### src/hw/rtl/odmd_pkg.sv
// ---------------------------------------------------------------------------
// odmd_pkg
// shared widths, register indexes and structs of the oversampled
// differential manchester decoder
// ---------------------------------------------------------------------------
package odmd_pkg;

   localparam int CNT_W     = 8;   // run length counter and symbol period
   localparam int BITS_W    = 8;   // decoded bit counter and frame length
   localparam int SYM_IDX_W = 9;   // symbol index within a frame
   localparam int CSR_IDX_W = 1;
   localparam int CSR_DATA_W = 8;

   // register indexes of the configuration port
   localparam logic [CSR_IDX_W-1:0] CSR_SYMBOL_PERIOD = 1'b0;
   localparam logic [CSR_IDX_W-1:0] CSR_FRAME_BITS    = 1'b1;

   localparam logic [CNT_W-1:0]  SYMBOL_PERIOD_RST = 8'd7;
   localparam logic [BITS_W-1:0] FRAME_BITS_RST    = 8'd255;

   typedef struct packed {
      logic [CNT_W-1:0]  symbol_period;
      logic [BITS_W-1:0] frame_bits;
   } odmd_cfg_type;

   typedef struct packed {
      logic valid;
      logic data_bit;
      logic error;
      logic last;
   } odmd_result_type;

endpackage

### src/hw/rtl/odmd_csr.sv
// ---------------------------------------------------------------------------
// odmd_csr
// configuration registers: symbol period and frame length
// ---------------------------------------------------------------------------
module odmd_csr
   import odmd_pkg::*;
(
   input  logic                  clock,
   input  logic                  reset,
   input  logic                  csr_write_en,
   input  logic [CSR_IDX_W-1:0]  csr_index,
   input  logic [CSR_DATA_W-1:0] csr_wdata,
   output odmd_cfg_type          cfg
);

   logic [CNT_W-1:0]  period_ff;
   logic [CNT_W-1:0]  period_in;
   logic [BITS_W-1:0] frame_bits_ff;
   logic [BITS_W-1:0] frame_bits_in;

   always_comb begin
      period_in     = period_ff;
      frame_bits_in = frame_bits_ff;
      if (csr_write_en) begin
         unique case (csr_index)
            CSR_SYMBOL_PERIOD: period_in     = csr_wdata[CNT_W-1:0];
            CSR_FRAME_BITS:    frame_bits_in = csr_wdata[BITS_W-1:0];
            default:           period_in     = period_ff;
         endcase
      end
   end

   always_ff @(posedge clock) begin
      if (reset) begin
         period_ff     <= SYMBOL_PERIOD_RST;
         frame_bits_ff <= FRAME_BITS_RST;
      end else begin
         period_ff     <= period_in;
         frame_bits_ff <= frame_bits_in;
      end
   end

   assign cfg.symbol_period = period_ff;
   assign cfg.frame_bits    = frame_bits_ff;

endmodule

### src/hw/rtl/odmd_core.sv
// ---------------------------------------------------------------------------
// odmd_core
// run length measurement, symbol extraction and bit decode for one sample
// ---------------------------------------------------------------------------
module odmd_core
   import odmd_pkg::*;
(
   input  logic            clock,
   input  logic            reset,
   input  logic            step,
   input  logic            sample_bit,
   input  logic            frame_start,
   input  odmd_cfg_type    cfg,
   output odmd_result_type result
);

   logic                 level_ff,  level_in;
   logic [CNT_W-1:0]     count_ff,  count_in;
   logic [SYM_IDX_W-1:0] sym_idx_ff, sym_idx_in;
   logic                 prev_ff,   prev_in;
   logic [BITS_W-1:0]    done_ff,   done_in;
   logic                 active_ff, active_in;

   logic                 take;
   logic                 sym;
   logic [CNT_W:0]       count_inc;
   logic [CNT_W:0]       count_dbl;
   logic [BITS_W-1:0]    done_inc;
   odmd_result_type      res;

   assign count_inc = {1'b0, count_ff} + {{CNT_W{1'b0}}, 1'b1};
   assign count_dbl = {count_ff, 1'b0};
   assign done_inc  = done_ff + {{(BITS_W-1){1'b0}}, 1'b1};

   always_comb begin
      level_in   = level_ff;
      count_in   = count_ff;
      sym_idx_in = sym_idx_ff;
      prev_in    = prev_ff;
      done_in    = done_ff;
      active_in  = active_ff;
      take       = 1'b0;
      sym        = level_ff;
      res        = '0;

      priority if (frame_start) begin
         level_in   = sample_bit;
         count_in   = '0;
         sym_idx_in = '0;
         prev_in    = 1'b0;
         done_in    = '0;
         active_in  = 1'b1;
      end else if (active_ff) begin
         if (sample_bit != level_ff) begin
            // level change closes the run; more than half a period counts
            level_in = sample_bit;
            count_in = {{(CNT_W-1){1'b0}}, 1'b1};
            take     = count_dbl > {1'b0, cfg.symbol_period};
         end else if (count_inc >= {1'b0, cfg.symbol_period}) begin
            count_in = '0;
            take     = 1'b1;
         end else begin
            count_in = count_inc[CNT_W-1:0];
         end
      end else begin
         // outside a frame the sample is dropped
         take = 1'b0;
      end

      if (take) begin
         prev_in    = sym;
         sym_idx_in = sym_idx_ff + {{(SYM_IDX_W-1){1'b0}}, 1'b1};
         priority if (sym_idx_ff == '0) begin
            done_in      = {{(BITS_W-1){1'b0}}, 1'b1};
            res.valid    = 1'b1;
            res.data_bit = sym;
            res.last     = done_in >= cfg.frame_bits;
         end else if (sym_idx_ff[0]) begin
            // mid-bit transition missing
            if (sym == prev_ff) begin
               res.valid = 1'b1;
               res.error = 1'b1;
               res.last  = 1'b1;
            end
         end else begin
            done_in      = done_inc;
            res.valid    = 1'b1;
            res.data_bit = (sym == prev_ff);
            res.last     = done_inc >= cfg.frame_bits;
         end
         if (res.valid && res.last) begin
            active_in = 1'b0;
         end
      end
   end

   always_ff @(posedge clock) begin
      if (reset) begin
         level_ff   <= 1'b0;
         count_ff   <= '0;
         sym_idx_ff <= '0;
         prev_ff    <= 1'b0;
         done_ff    <= '0;
         active_ff  <= 1'b0;
      end else if (step) begin
         level_ff   <= level_in;
         count_ff   <= count_in;
         sym_idx_ff <= sym_idx_in;
         prev_ff    <= prev_in;
         done_ff    <= done_in;
         active_ff  <= active_in;
      end
   end

   assign result = res;

`ifndef SYNTH
   a_result_needs_frame: assert property (@(posedge clock) disable iff (reset)
      res.valid |-> active_ff && !frame_start)
      else $error("result produced outside an active frame");

   a_error_ends_frame: assert property (@(posedge clock) disable iff (reset)
      step && res.valid && res.error |=> !active_ff)
      else $error("frame still active after an error");

   a_start_clears_index: assert property (@(posedge clock) disable iff (reset)
      step && frame_start |=> sym_idx_ff == '0 && done_ff == '0 && active_ff)
      else $error("frame start did not restart the decoder");
`endif

endmodule

### src/hw/rtl/oversampled_diff_manchester_decoder.sv
// ---------------------------------------------------------------------------
// oversampled_diff_manchester_decoder
// differential manchester decoder for an oversampled line, one sample per
// transaction, zero or one decoded bit per sample
// ---------------------------------------------------------------------------
// the block takes one line sample per cycle and sustains that rate with no
// gaps unless the result port stalls: a sample is registered at the input,
// decoded by a single pass of compare and counter logic, and a decoded bit
// is registered in the result register. half-bit symbols are recovered by
// run length against symbol_period; a sample with frame_start set restarts
// the decoder and yields nothing, and samples outside a frame are dropped.
// each result carries data_bit, error (missing mid-bit transition, data_bit
// then 0) and last (final bit of the frame or error); after last the block
// waits for the next frame_start. the input side only stalls while a result
// is held by a stalled result port. write configuration only while idle.
// ---------------------------------------------------------------------------
module oversampled_diff_manchester_decoder
   import odmd_pkg::*;
(
   input  logic                  clock,
   input  logic                  reset,
   // input samples
   input  logic                  req_valid,
   output logic                  req_stall,
   input  logic                  req_sample_bit,
   input  logic                  req_frame_start,
   // decoded bits
   output logic                  rsp_valid,
   input  logic                  rsp_stall,
   output logic                  rsp_data_bit,
   output logic                  rsp_error,
   output logic                  rsp_last,
   // configuration
   input  logic                  csr_write_en,
   input  logic [CSR_IDX_W-1:0]  csr_index,
   input  logic [CSR_DATA_W-1:0] csr_wdata
);

   odmd_cfg_type    cfg;
   odmd_result_type result;

   // input register
   logic in_valid_ff, in_valid_in;
   logic in_sample_ff;
   logic in_start_ff;

   // result register
   logic out_valid_ff, out_valid_in;
   logic out_data_ff;
   logic out_error_ff;
   logic out_last_ff;

   logic req_take;
   logic advance;

   // the held sample moves on when the result register is free or draining
   assign advance   = in_valid_ff && (!out_valid_ff || !rsp_stall);
   assign req_stall = in_valid_ff && !advance;
   assign req_take  = req_valid && !req_stall;

   odmd_csr u_csr (
      .clock        (clock),
      .reset        (reset),
      .csr_write_en (csr_write_en),
      .csr_index    (csr_index),
      .csr_wdata    (csr_wdata),
      .cfg          (cfg)
   );

   odmd_core u_core (
      .clock       (clock),
      .reset       (reset),
      .step        (advance),
      .sample_bit  (in_sample_ff),
      .frame_start (in_start_ff),
      .cfg         (cfg),
      .result      (result)
   );

   always_comb begin
      in_valid_in = in_valid_ff;
      if (req_take) begin
         in_valid_in = 1'b1;
      end else if (advance) begin
         in_valid_in = 1'b0;
      end
   end

   always_comb begin
      out_valid_in = out_valid_ff;
      if (advance && result.valid) begin
         out_valid_in = 1'b1;
      end else if (!rsp_stall) begin
         out_valid_in = 1'b0;
      end
   end

   always_ff @(posedge clock) begin
      if (reset) begin
         in_valid_ff  <= 1'b0;
         out_valid_ff <= 1'b0;
      end else begin
         in_valid_ff  <= in_valid_in;
         out_valid_ff <= out_valid_in;
      end
   end

   // payload registers, no reset needed
   always_ff @(posedge clock) begin
      if (req_take) begin
         in_sample_ff <= req_sample_bit;
         in_start_ff  <= req_frame_start;
      end
      if (advance && result.valid) begin
         out_data_ff  <= result.data_bit;
         out_error_ff <= result.error;
         out_last_ff  <= result.last;
      end
   end

   assign rsp_valid    = out_valid_ff;
   assign rsp_data_bit = out_data_ff;
   assign rsp_error    = out_error_ff;
   assign rsp_last     = out_last_ff;

`ifndef SYNTH
   a_stall_only_when_held: assert property (@(posedge clock) disable iff (reset)
      req_stall |-> in_valid_ff && out_valid_ff && rsp_stall)
      else $error("input stalled without a blocked result");

   a_result_loaded: assert property (@(posedge clock) disable iff (reset)
      advance && result.valid |=> rsp_valid)
      else $error("decoded bit not loaded into result register");

   a_error_bit_zero: assert property (@(posedge clock) disable iff (reset)
      rsp_valid && rsp_error |-> rsp_last && !rsp_data_bit)
      else $error("error result without last or with data bit set");
`endif

endmodule
### config.mk
export PLATFORM = sky130hd
export DESIGN_NAME = oversampled_diff_manchester_decoder
export DESIGN_NICKNAME = d
export VERILOG_FILES = /design/src/hw/rtl/odmd_pkg.sv /design/src/hw/rtl/odmd_csr.sv /design/src/hw/rtl/odmd_core.sv /design/src/hw/rtl/oversampled_diff_manchester_decoder.sv
export SDC_FILE = /design/constraint.sdc
export NUM_CORES = 1
export LEC_CHECK = 0
export BUFFER_PORTS_ARGS = -buffer_cell sky130_fd_sc_hd__clkbuf_2
export CAP_MARGIN = 5
export CORE_AREA = 2 2 90 92
export DETAILED_ROUTE_END_ITERATION = 16
export DIE_AREA = 0 0 92 94
export HOLD_SLACK_MARGIN = 0.12
export PLACE_DENSITY = 0.55
export SKIP_CTS_REPAIR_TIMING = 1
export SYNTH_ARGS = -nofsm -noshare
export SYNTH_HDL_FRONTEND = slang
export SYNTH_SLANG_ARGS = --single-unit
### constraint.sdc
create_clock -name clock -period 7 [get_ports clock]
set_input_delay 0.35 -clock clock [delete_from_list [all_inputs] [get_ports clock]]
set_output_delay 0.35 -clock clock [all_outputs]
set_load 0.02 [all_outputs]
==> results of run 1 <==
## where the power goes
part / switching (uW) / total [uW] / internal [uW] / leakage (uW)
Sequential: 6.27 / 308 / 302 / 0.000419
Combinational: 27.8 / 44.5 / 16.7 / 0.000949
Clock: 98.4 / 169 / 70.5 / 0.0000455
Total: 132 / 521 / 389 / 0.00141
## layer usage
metal	up-vias	part of all wire (%)
met2	30	47
met4	0	0.73
li1	1309	-
met1	1152	49
met3	6	2.9
met5	-	0
## worst max-delay path by stage
stage                                          from                         endpoint  slack, ns  cells after the start
floorplan           u_core.count_ff[0]$_SDFFE_PP0P_  u_core.count_ff[6]$_SDFFE_PP0P_       4.20                     14
global placement    u_core.count_ff[0]$_SDFFE_PP0P_       rsp_data_bit$_SDFFCE_PP0P_       3.82                     12
detailed placement  u_core.count_ff[0]$_SDFFE_PP0P_       rsp_data_bit$_SDFFCE_PP0P_       3.80                     12
CTS                 u_core.count_ff[0]$_SDFFE_PP0P_       rsp_data_bit$_SDFFCE_PP0P_       3.74                     12
global route        u_core.count_ff[0]$_SDFFE_PP0P_  u_core.count_ff[6]$_SDFFE_PP0P_       3.38                     12
finish              u_core.count_ff[0]$_SDFFE_PP0P_       rsp_data_bit$_SDFFCE_PP0P_       3.75                     12
## cell families (layout without fill, tap and decap cells)
kind of cell / count (synthesis) / after routing
xor+xnor: 15 / 15
compound gates: 92 / 92
fa+ha+maj: 27 / 27
simple gates: 131 / 131
flops: 51 / 51
buf+inv: 40 / 54
## flip-flops by register name (all words and copies together), names as in the netlist
register	cells
u_core.active_ff	1
u_csr.period_ff	8
u_core.done_ff	8
u_core.prev_ff	1
in_start_ff	1
u_core.level_ff	1
in_valid_ff	1
u_core.count_ff	8
rsp_valid	1
rsp_error	1
rsp_last	1
rsp_data_bit	1
u_csr.frame_bits_ff	8
in_sample_ff	1
u_core.sym_idx_ff	9
## cell usage in the layout, fill, tap and decap left out, types with 2 or more instances in the layout
cell / instances
or3_1: 8
xor2_1: 8
and3_1: 9
a211oi_1: 2
a21oi_1: 27
edfxtp_1: 5
and2_1: 2
nor2b_1: 2
o22ai_1: 2
inv_1: 25
dfxtp_1: 46
nand2_1: 43
a22oi_1: 7
o21ai_1: 5
nor4_1: 3
o2bb2ai_1: 4
ha_1: 27
o21a_1: 2
a21o_1: 7
nand3_1: 27
xnor2_1: 7
a211o_1: 2
nor2_1: 13
clkbuf_2: 20
a32o_1: 2
o21ai_0: 13
a41oi_1: 3
clkbuf_8: 5
a311oi_1: 5
nand2b_1: 10
nor3_1: 3
nor4b_1: 2
o211ai_1: 4
## area by class of cell
cell class                      count  area [um^2]
Inverter                           26        97.59
Clock buffer                        6        72.57
Sequential cell                    51         1071
Clock inverter                      2        11.26
Multi-Input combinational cell    265         1752
Timing Repair Buffer               20        100.1
Tap cell                          102        127.6
Fill cell                         779         4375
## stage by stage
stage / total power (uW) / utilization [%]
after floorplan: 345.7 / -
after CTS: 529.1 / 42.48
after global placement: 359.2 / 41.38
after global routing: 545.9 / 42.48
after detailed placement: 359.8 / 41.38
final: 521.4 / 42.48
==> key figures, run 1 <==
Pwr
  • Worst VDD drop: 0.1181 mV
  • Static Leak: 0.001414 uW
  • Power Density: 161.3 nW/um^2

Drt
  • Post-route DRC: 0
  • Vias per cell: 5.290
  • Routed wire length per instance: 13.43 um
  • Final WL: 6338 um
  • 1st-pass router iterations: 4
  • Initial drt markers: 57
  • Vias: 2,497
  • Routed Antenna Nets: 0

GRT
  • Largest net degree at the start of global routing: 20
  • Grt met3 use: 2.648%
  • Met1 Track Usage GR: 20.20%
  • Top Usage Layer GRT: met2
  • Total track usage: 15.58%
  • GRT met2 Usage: 27.45%
  • Global route overflow: 0
  • Vias in the first global route: 2,363
  • Initial antenna violation count: 0
  • First-pass GRT wire length: 10,990 um

Layout
  • Post-route cell area: 3232 um^2
  • Final net count: 412
  • Proportion of layout cells with a drive suffix above 1: 8.919%
  • Ant diodes: 0
  • Synthesis-to-finish area growth: 7.985%
  • Final cell count without fillers: 472

Floorplan
  • Initial Util: 39.34%
  • Io pins: 21
  • Floorplan row count: 32
  • Die W: 92 um
  • Die Y: 94 um
  • Die area: 8648 um^2
  • Core area: 7607 um^2

Logic synthesis
  • Sequential area share after synthesis: 35.79%
  • Post-Synth Simple-Gate Area: 22.41%
  • Cell with the most instances after synthesis: dfxtp_1
  • Synth Register Bits: 51
  • Synth Area in Compound Gates: 20.44%
  • Synth unique cells: 51
  • Synth Area per Inst: 8.407 um^2
  • Synth cell count leaders: dfxtp_1 (46), nand2_1 (43), a21oi_1 (27), ha_1 (27), nand3_1 (27)
  • Combinational family with the most area after synthesis: simple AND/OR/NAND/NOR gates
  • Syn Inst Count: 356
  • Synth top area share: 30.77%
  • Main synth FF type: dfxtp_1
  • Post-synth ARST share: 0%
  • Post-Synth Adder-Cell Area: 11.29%
  • Post-synthesis mux area share: 0%
  • Largest area contributor in the netlist: dfxtp_1
  • Fraction of synthesized cell area in xor and xnor cells: 4.390%
  • YS warnings: 0
  • Syn Std Cell Area: 2993 um^2
  • Synth area leaders: dfxtp_1 (31%), ha_1 (11%), nand2_1 (5.4%)
  • Net Count, Synth: 399
  • EDFF count, synth: 5

Worst setup path
  • Crit Path Class: flop to flop
  • Slowest cell on crit path: dfxtp_1
  • CP required: 7.05 ns
  • CP top delay family: simple AND/OR/NAND/NOR gates
  • Setup crit end kind: flop
  • Worst r2r src: u_core.count_ff[0]$_SDFFE_PP0P_
  • Reg-to-reg slack, setup: 3.75 ns
  • R2R Path End: rsp_data_bit$_SDFFCE_PP0P_
  • Maximum net fanout on the critical path: 8
  • CP max stage delay: 0.44 ns
  • CP Cell Sequence: ha_1 > and3_1 > nand3_1 > xnor2_1 > ha_1 > a21o_1 > a21oi_1 > o21ai_0 > or2_4 > a21oi_2 > or3_1 > inv_1
  • Critical path arrival: 3.31 ns
  • R2R cell count: 12
  • Number of buffers and inverters on the critical path: 1
  • CP startpoint kind: flop
  • Critical Path Most Common Cell: ha_1

Min path
  • Hold endpoint: in_sample_ff$_DFFE_PP_
  • Hold Crit Class: input pin to flop
  • HP Start: req_sample_bit
  • WHS Path Cells: 1

STA
  • Unrepaired setup endpoints after global routing: false
  • Tightest Pin Transition: 0.6481 ns
  • Final setup margin: 3.747 ns
  • Min cycle time layout: 3.253 ns
  • # setup viols final: 0
  • Worst hold slack: 0.2210 ns
  • Rel. slew slack: 56.74%
  • Fmax achieved: 307.4 MHz
  • Slew Limit Fails: 0
  • Final Hold Viols: 0
  • Final Cycle Share: 46.47%
  • Setup tns final: 0 ns
  • Clk_skew: 0.01125 ns

Clock network
  • Clock Latency Late Sink: 0.30 ns
  • CTS tree: yes
  • CTS Root Cell: clkbuf_8
  • Worst-case clock buffer depth: 2
  • Clock sink count: 51
  • H-tree depth: 2
  • Worst-path clk slew: 0.10 ns
  • CTS Buf Count: 5

Placed design
  • Dpl ws: 3.802 ns
  • Routability cong.: 0.8182
  • Post-DP HPWL: 4951 um
  • Inst Count DP: 464
  • IO Port Bufs: 20
  • Cell Area, Placed: 3148 um^2

Flow run
  • MaxCap Viol Count: 0

Status
  • Status: completed
(Power assumes the default switching activity.)
==> run 2: changes to the inputs <==
==> constraint.sdc (replaced) <==
create_clock -name clock -period 3.35 [get_ports clock]
set_input_delay 0.1675 -clock clock [delete_from_list [all_inputs] [get_ports clock]]
set_output_delay 0.1675 -clock clock [all_outputs]
set_load 0.02 [all_outputs]
==> key figures, run 2 (synthesized netlist as in run 1, its figures left out) <==
Placed design
  • Routability cong.: 0.8076 (was 0.8182)
  • IO Port Bufs: 20 (unchanged)
  • Dpl ws: 0.1682 ns (was 3.802 ns)
  • Post-DP HPWL: 4857 um (was 4951 um)
  • Cell Area, Placed: 3156 um^2 (was 3148 um^2)

Floorplan
  • Floorplan row count: 32 (unchanged)
  • Die W: 92 um (unchanged)
  • Core area: 7607 um^2 (unchanged)
  • Initial Util: 39.34% (unchanged)
  • Die area: 8648 um^2 (unchanged)
  • Die Y: 94 um (unchanged)
  • Io pins: 21 (unchanged)

Worst setup path
  • Crit Path Class: flop to flop (unchanged)
  • Reg-to-reg slack, setup: 0.27 ns (was 3.75 ns)
  • Setup crit end kind: flop (unchanged)
  • R2R Path End: rsp_error$_SDFFCE_PP0P_ (was rsp_data_bit$_SDFFCE_PP0P_)
  • Maximum net fanout on the critical path: 8 (unchanged)
  • CP startpoint kind: flop (unchanged)
  • Worst r2r src: u_core.count_ff[1]$_SDFFE_PP0P_ (was u_core.count_ff[0]$_SDFFE_PP0P_)
  • Crit path from: u_core.count_ff[1]$_SDFFE_PP0P_ (was u_core.count_ff[0]$_SDFFE_PP0P_)
  • CP required: 3.41 ns (was 7.05 ns)
  • Critical path arrival: 3.15 ns (was 3.31 ns)
  • R2R cell count: 12 (unchanged)

GRT
  • Initial antenna violation count: 0 (unchanged)
  • GRT met2 Usage: 26.04% (was 27.45%)
  • Top Usage Layer GRT: met2 (unchanged)
  • Vias in the first global route: 2,254 (was 2,363)
  • Grt met3 use: 2.648% (unchanged)
  • Largest net degree at the start of global routing: 20 (unchanged)
  • Met1 Track Usage GR: 20.71% (was 20.20%)
  • First-pass GRT wire length: 10,850 um (was 10,990 um)
  • Global route overflow: 0 (unchanged)
  • Total track usage: 15.47% (was 15.58%)

Pwr
  • Static Leak: 0.001463 uW (was 0.001414 uW)
  • Worst VDD drop: 0.2173 mV (was 0.1181 mV)
  • Power Density: 328.3 nW/um^2 (was 161.3 nW/um^2)

STA
  • Final setup margin: 0.2650 ns (was 3.747 ns)
  • # setup viols final: 0 (unchanged)
  • Clk_skew: 0.004949 ns (was 0.01125 ns)
  • Setup tns final: 0 ns (unchanged)
  • Unrepaired setup endpoints after global routing: false (unchanged)
  • Final Hold Viols: 0 (unchanged)
  • Rel. slew slack: 58.50% (was 56.74%)
  • Tightest Pin Transition: 0.6216 ns (was 0.6481 ns)
  • Final Cycle Share: 92.09% (was 46.47%)
  • Fmax achieved: 324.2 MHz (was 307.4 MHz)
  • Min cycle time layout: 3.085 ns (was 3.253 ns)
  • Slew Limit Fails: 0 (unchanged)

Status
  • Status: completed (unchanged)

Flow run
  • MaxCap Viol Count: 0 (unchanged)

Layout
  • Final net count: 421 (was 412)
  • Leading cell type in the layout, fill and taps excluded: dfxtp_1 (unchanged)
  • Post-route cell area: 3341 um^2 (was 3232 um^2)
  • Ant diodes: 0 (unchanged)
  • Max FFs per register: 9 (unchanged)
  • Synthesis-to-finish area growth: 11.62% (was 7.985%)
  • Proportion of layout cells with a drive suffix above 1: 9.763% (was 8.919%)
  • Commonest non-fill, non-tap cells in the layout: dfxtp_1 (45), nand2_1 (43), nand3_1 (27), a21oi_1 (27), ha_1 (27) (was dfxtp_1 (46), nand2_1 (43), nand3_1 (27), a21oi_1 (27), ha_1 (27))
  • Top reg by flops: u_core.sym_idx_ff (unchanged)

Drt
  • Final WL: 6450 um (was 6338 um)
  • Routed Antenna Nets: 0 (unchanged)
  • Vias per cell: 5.170 (was 5.290)
  • Post-route DRC: 0 (unchanged)
  • Routed wire length per instance: 13.41 um (was 13.43 um)
  • Initial drt markers: 73 (was 57)
  • Vias: 2,487 (was 2,497)
  • 1st-pass router iterations: 4 (unchanged)

Clock network
  • Clock Latency Late Sink: 0.30 ns (about the same)
  • Clock sink count: 51 (unchanged)
  • CTS tree: yes (unchanged)
  • H-tree depth: 2 (unchanged)
  • Worst-case clock buffer depth: 2 (unchanged)
  • CTS Buf Count: 5 (unchanged)
  • Worst-path clk slew: 0.09 ns (was 0.10 ns)
  • CTS Root Cell: clkbuf_8 (unchanged)

Min path
  • Hold Crit Class: input pin to flop (unchanged)
  • Hold endpoint: u_csr.period_ff[5]$_SDFFE_PP0P_ (was in_sample_ff$_DFFE_PP_)
  • HP Start: csr_wdata[5] (was req_sample_bit)
  • WHS Path Cells: 3 (was 1)
run 2: cell count changes in the layout (fill, tap and decap cells not counted), sizes merged:
cell | previous run | this run
dlygate4sd3 | 0 | 7
buf | 0 | 2
run 2: power breakdown:
group          total [uW]  switching, uW  internal, uW
clock network         353            205           147
logic                 100           59.8          40.6
registers             644           13.3           631
total                1100            278           818
run 2: stage by stage:
step | power, uW | instances | hold WS [ns] | util [%]
after CTS | 1105 | 473 | 0.02719 | 42.58
after detailed placement | 751.6 | 465 | 0.3497 | 41.48
after floorplan | 722.4 | 356 | 0.2664 | -
after global routing | 1150 | 481 | 0.1205 | 43.91
after global placement | 750.3 | 465 | 0.3461 | 41.48
final | 1097 | 481 | 0.1051 | 43.91
run 2: worst max path at each step:
| stage | depth (start not counted) | slack, ns | end |
|---|---|---|---|
| after global routing | 12 | 0.03 | u_core.done_ff[4]$_SDFFE_PP0P_ |
| after detailed placement | 12 | 0.17 | rsp_error$_SDFFCE_PP0P_ |
| after global placement | 12 | 0.17 | rsp_data_bit$_SDFFCE_PP0P_ |
| after CTS | 12 | 0.12 | rsp_data_bit$_SDFFCE_PP0P_ |
| final | 12 | 0.27 | rsp_error$_SDFFCE_PP0P_ |
| after floorplan | 14 | 0.55 | u_core.count_ff[6]$_SDFFE_PP0P_ |
run 2: critical path, stage by stage (launching register included):
cell     delay (ns)
dfxtp_1        0.39
ha_1           0.26
and3_1         0.30
nand3_1        0.14
xnor2_1        0.15
ha_1           0.29
a21o_1         0.16
a21oi_1        0.14
o21ai_1        0.12
or2_4          0.30
a21oi_4        0.25
or3_1          0.24
inv_1          0.11
run 2: layout make-up:
type,instances,area (um^2)
clock buffers,6,72.57
clock inverters,2,11.26
flip-flops and latches,51,1072
fillers,793,4267
repair buffers,29,197.7
inverters,26,97.59
multi-input cells,265,1762
well taps,102,127.6
run 2: per-layer routing:
layer,wire length [um],up-vias,part of all wire (%)
met5,0,-,0
met4,61,0,0.95
met3,142,5,2.2
met2,3033,23,47
met1,3213,1131,50
li1,-,1328,-
==> run 3: changes to the inputs <==
--- a/config.mk
+++ b/config.mk
@@ -12,6 +12,7 @@
 export DIE_AREA = 0 0 92 94
 export HOLD_SLACK_MARGIN = 0.12
 export PLACE_DENSITY = 0.55
+export SETUP_SLACK_MARGIN = 0.3
 export SKIP_CTS_REPAIR_TIMING = 1
 export SYNTH_ARGS = -nofsm -noshare
 export SYNTH_HDL_FRONTEND = slang
==> key figures, run 3 (synthesized netlist as in run 1, its figures left out) <==
Layout
  • Filler Cells Inserted: 793 (unchanged)
  • Max FFs per register: 9 (unchanged)
  • Multi-input gate area: 1772 um^2 (was 1762 um^2)
  • Synthesis-to-finish area growth: 12.63% (was 11.62%)
  • FF+latch area: 1077 um^2 (was 1072 um^2)
  • Commonest non-fill, non-tap cells in the layout: nand2_1 (43), dfxtp_1 (43), nand3_1 (27), a21oi_1 (27), ha_1 (26) (was dfxtp_1 (45), nand2_1 (43), nand3_1 (27), a21oi_1 (27), ha_1 (27))
  • Final net count: 423 (was 421)
  • Proportion of layout cells with a drive suffix above 1: 11.81% (was 9.763%)
  • Ant diodes: 0 (unchanged)
  • Final core occ: 44.31% (was 43.91%)
  • Final cell count without fillers: 483 (was 481)
  • Top reg by flops: u_core.sym_idx_ff (unchanged)

Pwr
  • Final Total Pwr: 1100 uW (was 1097 uW)
  • Power Density: 326.4 nW/um^2 (was 328.3 nW/um^2)
  • Worst VDD drop: 0.2249 mV (was 0.2173 mV)
  • Static Leak: 0.001471 uW (was 0.001463 uW)

Worst setup path
  • Maximum net fanout on the critical path: 8 (unchanged)
  • Critical path arrival: 2.98 ns (was 3.15 ns)
  • CP required: 3.42 ns (was 3.41 ns)
  • Slowest cell on crit path: dfxtp_4 (was dfxtp_1)
  • CP startpoint kind: flop (unchanged)
  • CP Cell Sequence: ha_2 > and3_2 > nand3_1 > xnor2_1 > ha_1 > a21o_1 > a21oi_1 > o21ai_1 > or2_4 > a21oi_4 > or3_4 > inv_1 (was ha_1 > and3_1 > nand3_1 > xnor2_1 > ha_1 > a21o_1 > a21oi_1 > o21ai_1 > or2_4 > a21oi_4 > or3_1 > inv_1)
  • Setup crit end kind: flop (unchanged)
  • CP max stage delay: 0.39 ns (about the same)
  • Crit Path Class: flop to flop (unchanged)
  • Reg-to-reg slack, setup: 0.44 ns (was 0.27 ns)

Placed design
  • Inst Count DP: 465 (unchanged)
  • Post-DP HPWL: 4857 um (unchanged)
  • IO Port Bufs: 20 (unchanged)
  • Routability cong.: 0.8076 (unchanged)

STA
  • Min cycle time layout: 2.911 ns (was 3.085 ns)
  • Unrepaired setup endpoints after global routing: false (unchanged)
  • Tightest Pin Transition: 0.6281 ns (was 0.6216 ns)
  • # setup viols final: 0 (unchanged)
  • Final Cycle Share: 86.89% (was 92.09%)
  • Clk_skew: 0.007036 ns (was 0.004949 ns)
  • Rel. slew slack: 58.07% (was 58.50%)
  • Final Hold Viols: 0 (unchanged)
  • Fmax achieved: 343.6 MHz (was 324.2 MHz)
  • Setup tns final: 0 ns (unchanged)
  • Slew Limit Fails: 0 (unchanged)

GRT
  • Grt met3 use: 2.648% (unchanged)
  • Initial antenna violation count: 0 (unchanged)
  • Met1 Track Usage GR: 20.71% (unchanged)
  • First-pass GRT wire length: 10,850 um (unchanged)
  • Vias in the first global route: 2,254 (unchanged)
  • Top Usage Layer GRT: met2 (unchanged)
  • Largest net degree at the start of global routing: 20 (unchanged)
  • Global route overflow: 0 (unchanged)
  • GRT met2 Usage: 26.04% (unchanged)
  • Total track usage: 15.47% (unchanged)

Floorplan
  • Io pins: 21 (unchanged)
  • Initial Util: 39.34% (unchanged)
  • Core area: 7607 um^2 (unchanged)
  • Die area: 8648 um^2 (unchanged)
  • Die W: 92 um (unchanged)
  • Die Y: 94 um (unchanged)
  • Floorplan row count: 32 (unchanged)

Clock network
  • H-tree depth: 2 (unchanged)
  • Clock Latency Late Sink: 0.31 ns (was 0.30 ns)
  • CTS Root Cell: clkbuf_8 (unchanged)
  • Worst-path clk slew: 0.10 ns (was 0.09 ns)
  • Clock sink count: 51 (unchanged)
  • CTS tree: yes (unchanged)
  • Worst-case clock buffer depth: 2 (unchanged)
  • CTS Buf Count: 5 (unchanged)

Drt
  • 1st-pass router iterations: 4 (unchanged)
  • Final WL: 6522 um (was 6450 um)
  • Initial drt markers: 86 (was 73)
  • Vias: 2,501 (was 2,487)
  • Vias per cell: 5.178 (was 5.170)
  • Routed Antenna Nets: 0 (unchanged)
  • Post-route DRC: 0 (unchanged)
  • Routed wire length per instance: 13.50 um (was 13.41 um)

Flow run
  • MaxCap Viol Count: 0 (unchanged)

Min path
  • Hold Crit Class: input pin to flop (unchanged)

Status
  • Status: completed (unchanged)
[run 3: changes by cell type in the layout (fill, tap and decap cells not counted), sizes merged]
cell / change
buf: +2
[run 3: power by group]
part,total (uW),internal (uW),switching (uW)
clock network,355,147,208
logic,102,42.0,60.2
registers,643,630,13.2
total,1100,819,281
[run 3: through the flow]
| step | hold slack (ns) | setup WS (ns) | area, um^2 |
|---|---|---|---|
| floorplan | 0.2664 | 0.5481 | 2993 |
| global placement | 0.3461 | 0.1738 | 3156 |
| detailed placement | 0.3497 | 0.1682 | 3156 |
| CTS | 0.02719 | 0.1211 | 3239 |
| global route | 0.1205 | 0.2871 | 3371 |
| finish | 0.1051 | 0.4392 | 3371 |
[run 3: final cells by class]
class                      count  share of cell area (%)
multi-input combinational    265                   52.56
sequential                    51                   31.96
timing repair buffer          31                   6.310
tap                          102                   3.786
inverter                      26                   2.895
clock buffer                   6                   2.153
clock inverter                 2                  0.3341
[run 3: worst paths after layout]
kind                                                       from                              end  depth (start not counted)
worst max-delay path            u_core.count_ff[0]$_SDFFE_PP0P_          rsp_error$_SDFFCE_PP0P_                         12
worst min register to register  u_csr.period_ff[3]$_SDFFE_PP0P_  u_csr.period_ff[3]$_SDFFE_PP0P_                          2
worst min-delay path                               csr_wdata[5]  u_csr.period_ff[5]$_SDFFE_PP0P_                          3
worst max register to register  u_core.count_ff[0]$_SDFFE_PP0P_          rsp_error$_SDFFCE_PP0P_                         12
[run 3: worst max-delay path: cells and delay by family, from the launching register on]
| family | cells | cell delay, ns |
|---|---|---|
| DFF | 1 | 0.39 |
| AOI/OAI and AO/OA | 4 | 0.67 |
| adders and majority gates | 2 | 0.51 |
| and+or+nand+nor | 4 | 0.87 |
| buffers and inverters | 1 | 0.08 |
| xor gates and xnor gates | 1 | 0.15 |
[run 3: layer usage]
layer	up-vias	part of all wire (%)
met5	-	0
met4	0	0.97
met3	5	2.1
met2	21	47
met1	1146	49
li1	1329	-
